## src/rtl/kma_pkg.sv

```systemverilog
package kma_pkg;

  localparam int COORD_BITS   = 16;
  localparam int MAX_POINTS   = 65535;
  localparam int CNT_W        = $clog2(MAX_POINTS + 1);
  localparam int SUM_W        = COORD_BITS + CNT_W;
  localparam int SQ_W         = 2 * COORD_BITS;
  localparam int DIST_W       = SQ_W + 1;
  localparam int MC_W         = 16;
  localparam int CLUSTERS_DEF = 4;

  localparam logic [MC_W-1:0] MC_MAX = '1;

  typedef logic signed [COORD_BITS-1:0] coord_t;
  typedef logic signed [SUM_W-1:0]      sum_t;
  typedef logic [CNT_W-1:0]             cnt_t;

  typedef struct packed {
    coord_t cx;
    coord_t cy;
    sum_t   sx;
    sum_t   sy;
    cnt_t   cnt;
  } kma_rec_t;

  typedef struct packed {
    logic shift;
    logic wr_x;
    logic wr_y;
    logic add;
  } kma_cell_ctl_t;

  typedef enum logic [2:0] {
    ST_IDLE,
    ST_DIST,
    ST_PICK,
    ST_ASSIGN,
    ST_DIV_START,
    ST_DIV_WAIT,
    ST_EMIT
  } kma_state_t;

endpackage

```

## src/rtl/kmeans_assign_accumulate_core.sv

```systemverilog
// Two-dimensional k-means step: assigns points to the nearest centroid and
// accumulates per-cluster sums; a finish item emits the updated centroids.
// Item channel (item_valid/item_ready): kind 0 carries a point, kind 1
// finishes the pass. Result channel (result_valid/result_ready): one
// assignment per point (last set), CLUSTERS centroid results per finish
// (last marks the final one). The user must load centroids through
// cfg_write/cfg_index/cfg_data while the block is idle (not enforced).
// Centroids and accumulators live in a ring of CLUSTERS cells that rotates
// past one distance unit and one shared serial divider.
// Point: ST_DIST rotates the ring once past the distance unit, ST_PICK
// settles the nearest, ST_ASSIGN loads the result and adds to its cluster.
// Finish: each non-empty cluster is divided (one bit of quotient per cycle),
// an empty one keeps its centroid; the pass leaves the accumulators clear.
// One item is in progress at a time; item_ready is high only when idle.
// The result register holds its item while result_ready is low; the block
// waits only when a new result is ready and the register is still full.
// Reset clears centroids, sums and counts to zero and empties the result
// register.
module kmeans_assign_accumulate_core
  import kma_pkg::*;
#(
  parameter int CLUSTERS = CLUSTERS_DEF
) (
  input  logic                            clk,
  input  logic                            rst,
  input  logic                            item_valid,
  output logic                            item_ready,
  input  logic                            kind,
  input  coord_t                          point_x,
  input  coord_t                          point_y,
  output logic                            result_valid,
  input  logic                            result_ready,
  output logic                            result_kind,
  output logic [$clog2(CLUSTERS)-1:0]     cluster,
  output coord_t                          new_x,
  output coord_t                          new_y,
  output logic [MC_W-1:0]                 member_count,
  output logic                            last,
  input  logic                            cfg_write,
  input  logic [$clog2(2*CLUSTERS)-1:0]   cfg_index,
  input  coord_t                          cfg_data
);

  localparam int IDX_W = $clog2(CLUSTERS);
  localparam int CFG_W = $clog2(2 * CLUSTERS);
  localparam logic [IDX_W-1:0] LAST_IDX = IDX_W'(CLUSTERS - 1);

  kma_state_t state;
  kma_state_t state_next;

  kma_rec_t      recs     [CLUSTERS];
  kma_cell_ctl_t cell_ctl [CLUSTERS];
  kma_rec_t      head;
  kma_rec_t      ret;

  coord_t            px;
  coord_t            py;
  logic [IDX_W-1:0]  step;
  logic              sq_valid;
  logic [IDX_W-1:0]  sq_idx;
  logic [SQ_W-1:0]   sq_x;
  logic [SQ_W-1:0]   sq_y;
  logic [DIST_W-1:0] best;
  logic [IDX_W-1:0]  best_idx;

  logic              out_free;
  logic              chain_shift;
  logic              add_en;
  logic              div_start;
  logic              load_out;
  logic              accept;

  logic              div_done;
  coord_t            div_qx;
  coord_t            div_qy;

  logic [COORD_BITS:0]   dx;
  logic [COORD_BITS:0]   dy;
  logic [COORD_BITS-1:0] mag_x;
  logic [COORD_BITS-1:0] mag_y;
  logic [DIST_W-1:0]     dist_sq;

  coord_t            emit_cx;
  coord_t            emit_cy;
  logic [31:0]       cnt_wide;
  logic [MC_W-1:0]   cnt_sat;

  assign head     = recs[0];
  assign out_free = !result_valid || result_ready;
  assign accept   = item_valid && item_ready;

  for (genvar k = 0; k < CLUSTERS; k++) begin : g_cell
    kma_rec_t nbr;
    if (k == CLUSTERS - 1) begin : g_tail
      assign nbr = ret;
    end else begin : g_mid
      assign nbr = recs[k+1];
    end

    assign cell_ctl[k] = '{
      shift: chain_shift,
      wr_x:  cfg_write && (cfg_index == CFG_W'(2 * k)),
      wr_y:  cfg_write && (cfg_index == CFG_W'(2 * k + 1)),
      add:   add_en && (best_idx == IDX_W'(k))
    };

    kma_cell u_cell (
      .clk      (clk),
      .rst      (rst),
      .ctl      (cell_ctl[k]),
      .nbr      (nbr),
      .px       (px),
      .py       (py),
      .cfg_data (cfg_data),
      .rec      (recs[k])
    );
  end

  kma_div u_div (
    .clk   (clk),
    .rst   (rst),
    .start (div_start),
    .sx    (head.sx),
    .sy    (head.sy),
    .cnt   (head.cnt),
    .done  (div_done),
    .qx    (div_qx),
    .qy    (div_qy)
  );

  assign dx      = {px[COORD_BITS-1], px} - {head.cx[COORD_BITS-1], head.cx};
  assign dy      = {py[COORD_BITS-1], py} - {head.cy[COORD_BITS-1], head.cy};
  assign mag_x   = COORD_BITS'(dx[COORD_BITS] ? ((COORD_BITS+1)'(0) - dx) : dx);
  assign mag_y   = COORD_BITS'(dy[COORD_BITS] ? ((COORD_BITS+1)'(0) - dy) : dy);
  assign dist_sq = DIST_W'(sq_x) + DIST_W'(sq_y);

  assign emit_cx  = (head.cnt == '0) ? head.cx : div_qx;
  assign emit_cy  = (head.cnt == '0) ? head.cy : div_qy;
  assign cnt_wide = 32'(head.cnt);
  assign cnt_sat  = (cnt_wide > 32'(MC_MAX)) ? MC_MAX : cnt_wide[MC_W-1:0];

  always_comb begin
    state_next = state;
    unique case (state)
      ST_IDLE: begin
        if (item_valid) begin
          state_next = kind ? ST_DIV_START : ST_DIST;
        end
      end
      ST_DIST: begin
        if (step == LAST_IDX) begin
          state_next = ST_PICK;
        end
      end
      ST_PICK: state_next = ST_ASSIGN;
      ST_ASSIGN: begin
        if (out_free) begin
          state_next = ST_IDLE;
        end
      end
      ST_DIV_START: state_next = (head.cnt == '0) ? ST_EMIT : ST_DIV_WAIT;
      ST_DIV_WAIT: begin
        if (div_done) begin
          state_next = ST_EMIT;
        end
      end
      ST_EMIT: begin
        if (out_free) begin
          state_next = (step == LAST_IDX) ? ST_IDLE : ST_DIV_START;
        end
      end
      default: state_next = ST_IDLE;
    endcase
  end

  always_comb begin
    item_ready  = 1'b0;
    chain_shift = 1'b0;
    add_en      = 1'b0;
    div_start   = 1'b0;
    load_out    = 1'b0;
    ret         = head;
    unique case (state)
      ST_IDLE: item_ready = 1'b1;
      ST_DIST: chain_shift = 1'b1;
      ST_ASSIGN: begin
        load_out = out_free;
        add_en   = out_free;
      end
      ST_DIV_START: div_start = (head.cnt != '0);
      ST_EMIT: begin
        load_out    = out_free;
        chain_shift = out_free;
        ret         = '{cx: emit_cx, cy: emit_cy, sx: '0, sy: '0, cnt: '0};
      end
      default: ;
    endcase
  end

  always_ff @(posedge clk) begin
    if (rst) begin
      state        <= ST_IDLE;
      sq_valid     <= 1'b0;
      result_valid <= 1'b0;
    end else begin
      state    <= state_next;
      sq_valid <= (state == ST_DIST);
      if (load_out) begin
        result_valid <= 1'b1;
      end else if (result_ready) begin
        result_valid <= 1'b0;
      end
    end
  end

  always_ff @(posedge clk) begin
    if (accept) begin
      px   <= point_x;
      py   <= point_y;
      step <= '0;
    end else if (state == ST_DIST || (state == ST_EMIT && out_free)) begin
      step <= step + IDX_W'(1);
    end

    if (state == ST_DIST) begin
      sq_x   <= SQ_W'(mag_x) * SQ_W'(mag_x);
      sq_y   <= SQ_W'(mag_y) * SQ_W'(mag_y);
      sq_idx <= step;
    end

    if (sq_valid && (sq_idx == '0 || dist_sq < best)) begin
      best     <= dist_sq;
      best_idx <= sq_idx;
    end

    if (load_out) begin
      if (state == ST_ASSIGN) begin
        result_kind  <= 1'b0;
        cluster      <= best_idx;
        new_x        <= '0;
        new_y        <= '0;
        member_count <= '0;
        last         <= 1'b1;
      end else begin
        result_kind  <= 1'b1;
        cluster      <= step;
        new_x        <= emit_cx;
        new_y        <= emit_cy;
        member_count <= cnt_sat;
        last         <= (step == LAST_IDX);
      end
    end
  end

  a_load_when_free: assert property (@(posedge clk) disable iff (rst)
    load_out |-> (!result_valid || result_ready))
    else $error("result register overwritten while full");

  a_assign_fields: assert property (@(posedge clk) disable iff (rst)
    (result_valid && !result_kind) |-> (last && new_x == '0 && new_y == '0
      && member_count == '0))
    else $error("assignment result carries centroid fields");

  a_last_centroid: assert property (@(posedge clk) disable iff (rst)
    (result_valid && result_kind && last) |-> (cluster == LAST_IDX))
    else $error("last centroid result has wrong cluster index");

  a_div_done_wait: assert property (@(posedge clk) disable iff (rst)
    div_done |-> (state == ST_DIV_WAIT))
    else $error("divider finished outside its wait state");

  a_pick_after_dist: assert property (@(posedge clk) disable iff (rst)
    (state == ST_PICK) |-> sq_valid && (sq_idx == LAST_IDX))
    else $error("distance sweep ended before the last centroid");

endmodule

```

## src/rtl/kma_cell.sv

```systemverilog
module kma_cell
  import kma_pkg::*;
(
  input  logic          clk,
  input  logic          rst,
  input  kma_cell_ctl_t ctl,
  input  kma_rec_t      nbr,
  input  coord_t        px,
  input  coord_t        py,
  input  coord_t        cfg_data,
  output kma_rec_t      rec
);

  sum_t px_ext;
  sum_t py_ext;
  logic room;

  assign px_ext = sum_t'(px);
  assign py_ext = sum_t'(py);
  assign room   = rec.cnt < CNT_W'(MAX_POINTS);

  always_ff @(posedge clk) begin
    if (rst) begin
      rec <= '0;
    end else if (ctl.shift) begin
      rec <= nbr;
    end else begin
      if (ctl.wr_x) begin
        rec.cx <= cfg_data;
      end
      if (ctl.wr_y) begin
        rec.cy <= cfg_data;
      end
      if (ctl.add && room) begin
        rec.sx  <= rec.sx + px_ext;
        rec.sy  <= rec.sy + py_ext;
        rec.cnt <= rec.cnt + CNT_W'(1);
      end
    end
  end

endmodule

```

## src/rtl/kma_div.sv

```systemverilog
module kma_div
  import kma_pkg::*;
(
  input  logic   clk,
  input  logic   rst,
  input  logic   start,
  input  sum_t   sx,
  input  sum_t   sy,
  input  cnt_t   cnt,
  output logic   done,
  output coord_t qx,
  output coord_t qy
);

  localparam int ITER_W = $clog2(SUM_W + 1);

  logic              busy;
  logic [ITER_W-1:0] iter;
  logic [SUM_W-1:0]  ax;
  logic [SUM_W-1:0]  ay;
  logic [CNT_W-1:0]  rx;
  logic [CNT_W-1:0]  ry;
  logic [CNT_W-1:0]  dv;
  logic              nx;
  logic              ny;

  logic [CNT_W:0]    shx;
  logic [CNT_W:0]    shy;
  logic              gex;
  logic              gey;
  logic [SUM_W-1:0]  qx_full;
  logic [SUM_W-1:0]  qy_full;

  assign shx = {rx, ax[SUM_W-1]};
  assign shy = {ry, ay[SUM_W-1]};
  assign gex = shx >= {1'b0, dv};
  assign gey = shy >= {1'b0, dv};

  assign qx_full = nx ? (SUM_W'(0) - ax) : ax;
  assign qy_full = ny ? (SUM_W'(0) - ay) : ay;
  assign qx      = coord_t'(qx_full[COORD_BITS-1:0]);
  assign qy      = coord_t'(qy_full[COORD_BITS-1:0]);

  always_ff @(posedge clk) begin
    if (rst) begin
      busy <= 1'b0;
      done <= 1'b0;
      iter <= '0;
    end else begin
      done <= 1'b0;
      if (start) begin
        busy <= 1'b1;
        iter <= '0;
      end else if (busy) begin
        iter <= iter + ITER_W'(1);
        if (iter == ITER_W'(SUM_W - 1)) begin
          busy <= 1'b0;
          done <= 1'b1;
        end
      end
    end
  end

  always_ff @(posedge clk) begin
    if (start) begin
      ax <= sx[SUM_W-1] ? (SUM_W'(0) - SUM_W'(sx)) : SUM_W'(sx);
      ay <= sy[SUM_W-1] ? (SUM_W'(0) - SUM_W'(sy)) : SUM_W'(sy);
      nx <= sx[SUM_W-1];
      ny <= sy[SUM_W-1];
      rx <= '0;
      ry <= '0;
      dv <= cnt;
    end else if (busy) begin
      ax <= {ax[SUM_W-2:0], gex};
      ay <= {ay[SUM_W-2:0], gey};
      rx <= CNT_W'(gex ? (shx - {1'b0, dv}) : shx);
      ry <= CNT_W'(gey ? (shy - {1'b0, dv}) : shy);
    end
  end

endmodule
```

## config.mk

```make
export PLATFORM = sky130hd
export DESIGN_NAME = kmeans_assign_accumulate_core
export DESIGN_NICKNAME = d
export VERILOG_FILES = /design/src/rtl/kma_pkg.sv /design/src/rtl/kmeans_assign_accumulate_core.sv /design/src/rtl/kma_cell.sv /design/src/rtl/kma_div.sv
export SDC_FILE = /design/constraint.sdc
export NUM_CORES = 2
export LEC_CHECK = 0
export ABC_AREA = 1
export BUFFER_PORTS_ARGS = -buffer_cell sky130_fd_sc_hd__buf_2
export CAP_MARGIN = 20
export CELL_PAD_IN_SITES_DETAIL_PLACEMENT = 0
export CELL_PAD_IN_SITES_GLOBAL_PLACEMENT = 1
export CORE_ASPECT_RATIO = 1.2
export CORE_MARGIN = 3
export CORE_UTILIZATION = 52
export DETAILED_ROUTE_END_ITERATION = 10
export MAX_ROUTING_LAYER = met4
export PLACE_DENSITY_LB_ADDON = 0.1
export SYNTH_ARGS = -nofsm -noshare
export SYNTH_HDL_FRONTEND = slang
export SYNTH_SLANG_ARGS = --single-unit
export TNS_END_PERCENT = 30
```

## constraint.sdc

```tcl
create_clock -name clk -period 13.58 [get_ports clk]
set_input_delay 3.395 -clock clk [delete_from_list [all_inputs] [get_ports clk]]
set_output_delay 3.395 -clock clk [all_outputs]
set_load 0.05 [all_outputs]
```

==> metrics.yaml <==
gp_congestion: 0.9851
hold_viol_final: 0
crit_fanout: 11
htree_levels: 3
numCtsBuffers: 86
multi_input_comb_area_um2: 43540
fmax_mhz: 114.4
grt_pass1_vias: 61400
synth_area_um2: 68390
vias_per_cell: 5.714
syn_inst: 9390
required_ps: 14020
rsz0062_at_grt: "no"
cts_root_buffer: "clkbuf_16"
ys_seq_area_share_pct: 26.12
clock_skew_ps: 79.68
die-area_um2: 135900
final_antenna_net_count: 0
drt-initial-drc-count: 5622
fill_cells: 12620
min_period_ps: 8744
cts_buffer_depth: 3
cp_top_family: "adder cells"
drv_cap: 0
die_x_um: 337.1
seqCellArea_um2: 17870
yosysWarnings: 0
cts_setup_buffers: 0
cts_tree: "yes"
cpPeakStageDelay_ps: 730
ys_ff_latch: 760
clkTransAtPathRegs_ps: 60
wl_per_cell_um: 20.98
area_growth_pct: 7.385
synth_cell_types: 70
vias: 63510
tightest_slew_ps: 1295
status: "complete, no violations"
core_area_um2: 130400
ctsResizeCount: 0
synth_edf_count: 265
hold_buffers: 0
antenna_found_initial: 8
dp_hpwl_mm: 178.6
setup_viol: 0
insertion_delay_ps: 750
timing.final.crit_share_pct: 64.39
grt_max_degree: 155
final_common_cell: "nand2_1"
layout_common_cells: "2,119 x nand2_1, 1,469 x inv_1, 801 x nor2_1"
pin_count: 111
grtUsageTotal_pct: 34.71
io_buffers: 110
crit_type: "reg2reg"
num_rows: 145
cp_slowest_cell: "fa_1"
dr.pass1.iters: 7
grt_overflow: 0
synth_top_area_share_pct: 14.49
start_util_pct: 52.43
avgSynthCellArea_um2: 7.284
maxSlewHeadroom_pct: 12.73
drive_gt1_share_pct: 5.083
cts_num_sinks: 760
synthFlopType: "dfxtp_1"
syn_nets: 10370
wl_mm: 233.1
netlist_top_cells_area: "dfxtp_1 14%, nand2_1 12%, edfxtp_1 12%, ha_1 11%, fa_1 9.8%"
slew_violations: 0
cp.arrival_ps: 9190
min_path_type: "reg2reg"
start_kind: "flip-flop"
tns_ps: 0
cp-end-kind: "flip-flop"
async_reset_ff_share_pct: 0
synth_top_cell_by_area: "dfxtp_1"
die_h_um: 403.3
grt_pass1_wl_mm: 354.7
worst-path-buf-inv: 8
final_nets: 10330
drt_drc_violations_left: 0
## synthesized netlist by cell type, types with 38 or more instances
cell	count
o211ai_1	76
fa_1	336
buf_2	59
a31oi_1	269
o31ai_1	39
edfxtp_1	265
clkbuf_1	178
nand3b_1	46
inv_1	1472
o21ai_0	611
a21o_1	71
ha_1	588
inv_2	38
xnor2_1	117
nor2_1	804
xor2_1	271
nand2_1	2121
dfxtp_1	495
nor3_1	80
o21bai_1	41
a21oi_1	619
nand3_1	297
nand4_1	61
## metrics by stage
step                std cells  util [%]  hold slack [ps]  area [um2]  setup WS, ps
global route            11120     56.30            448.7       73440          4246
CTS                     11110     56.29            438.2       73430          4889
floorplan                9390         -            417.4       68390          5691
detailed placement      10950     53.84            424.6       70240          4914
global placement        10950     53.84            422.6       70230          5054
finish                  11120     56.30            442.7       73440          4836
## worst register-to-register path, delay by kind of cell, from the launching register on
family          cells  cell delay [ps]
flops               1              470
simple gates       12             1610
xor+xnor            1              140
buf+inv             8             1070
compound gates      4              840
fa+ha+maj           9             4270
## worst paths after layout
path                       start                    end  slack, ps  cells past startpoint
max              px[1]$_DFFE_PP_     sq_x[29]$_DFFE_PP_       4840                     34
min          sq_idx[1]$_DFFE_PP_  best_idx[1]$_DFFE_PP_        440                      0
max reg2reg      px[1]$_DFFE_PP_     sq_x[29]$_DFFE_PP_       4840                     34
min reg2reg  sq_idx[1]$_DFFE_PP_  best_idx[1]$_DFFE_PP_        440                      0
## registers in the layout, indices dropped and copies added, names as in the netlist, 2 cells and up
register / cells
u_div.ry: 16
step: 2
new_y: 16
sq_x: 31
u_div.ay: 32
cluster: 2
py: 16
sq_y: 31
best: 33
new_x: 16
u_div.dv: 16
u_div.rx: 16
best_idx: 2
u_div.iter: 6
member_count: 16
px: 16
state: 3
u_div.ax: 32
g_cell.u_cell.rec: 448
sq_idx: 2
## area by class of cell
cell class	instances	area share, %
timing repair buffer	167	1.358
antenna	2	0.006814
inverter	1520	7.799
sequential	760	24.33
clock buffer	94	3.043
multi-input combinational	6814	59.28
clock inverter	68	1.307
tap	1690	2.879
## metal layers
metal  wire length [um]  up-vias  track usage (%)
li1                   -    30680                -
met1              97110    30120            44.49
met2             108300     2228            55.43
met3              16510      481            4.138
met4              11200        0            14.94
met5                  0        -                -
## cells by family (layout without fill, tap and decap cells)
logic type | after synthesis | count (layout) | synth area share [%]
simple gates | 3547 | 3547 | 21.35
buf+inv | 1816 | 1849 | 10.30
compound gates | 1950 | 1950 | 16.55
fa+ha+maj | 924 | 924 | 20.59
other cells | 0 | 2 | 0
xor+xnor | 393 | 393 | 5.088
flops | 760 | 760 | 26.12
Power is not shown: default switching activity piles up to over one toggle a cycle in this logic, so the estimate is an artifact.
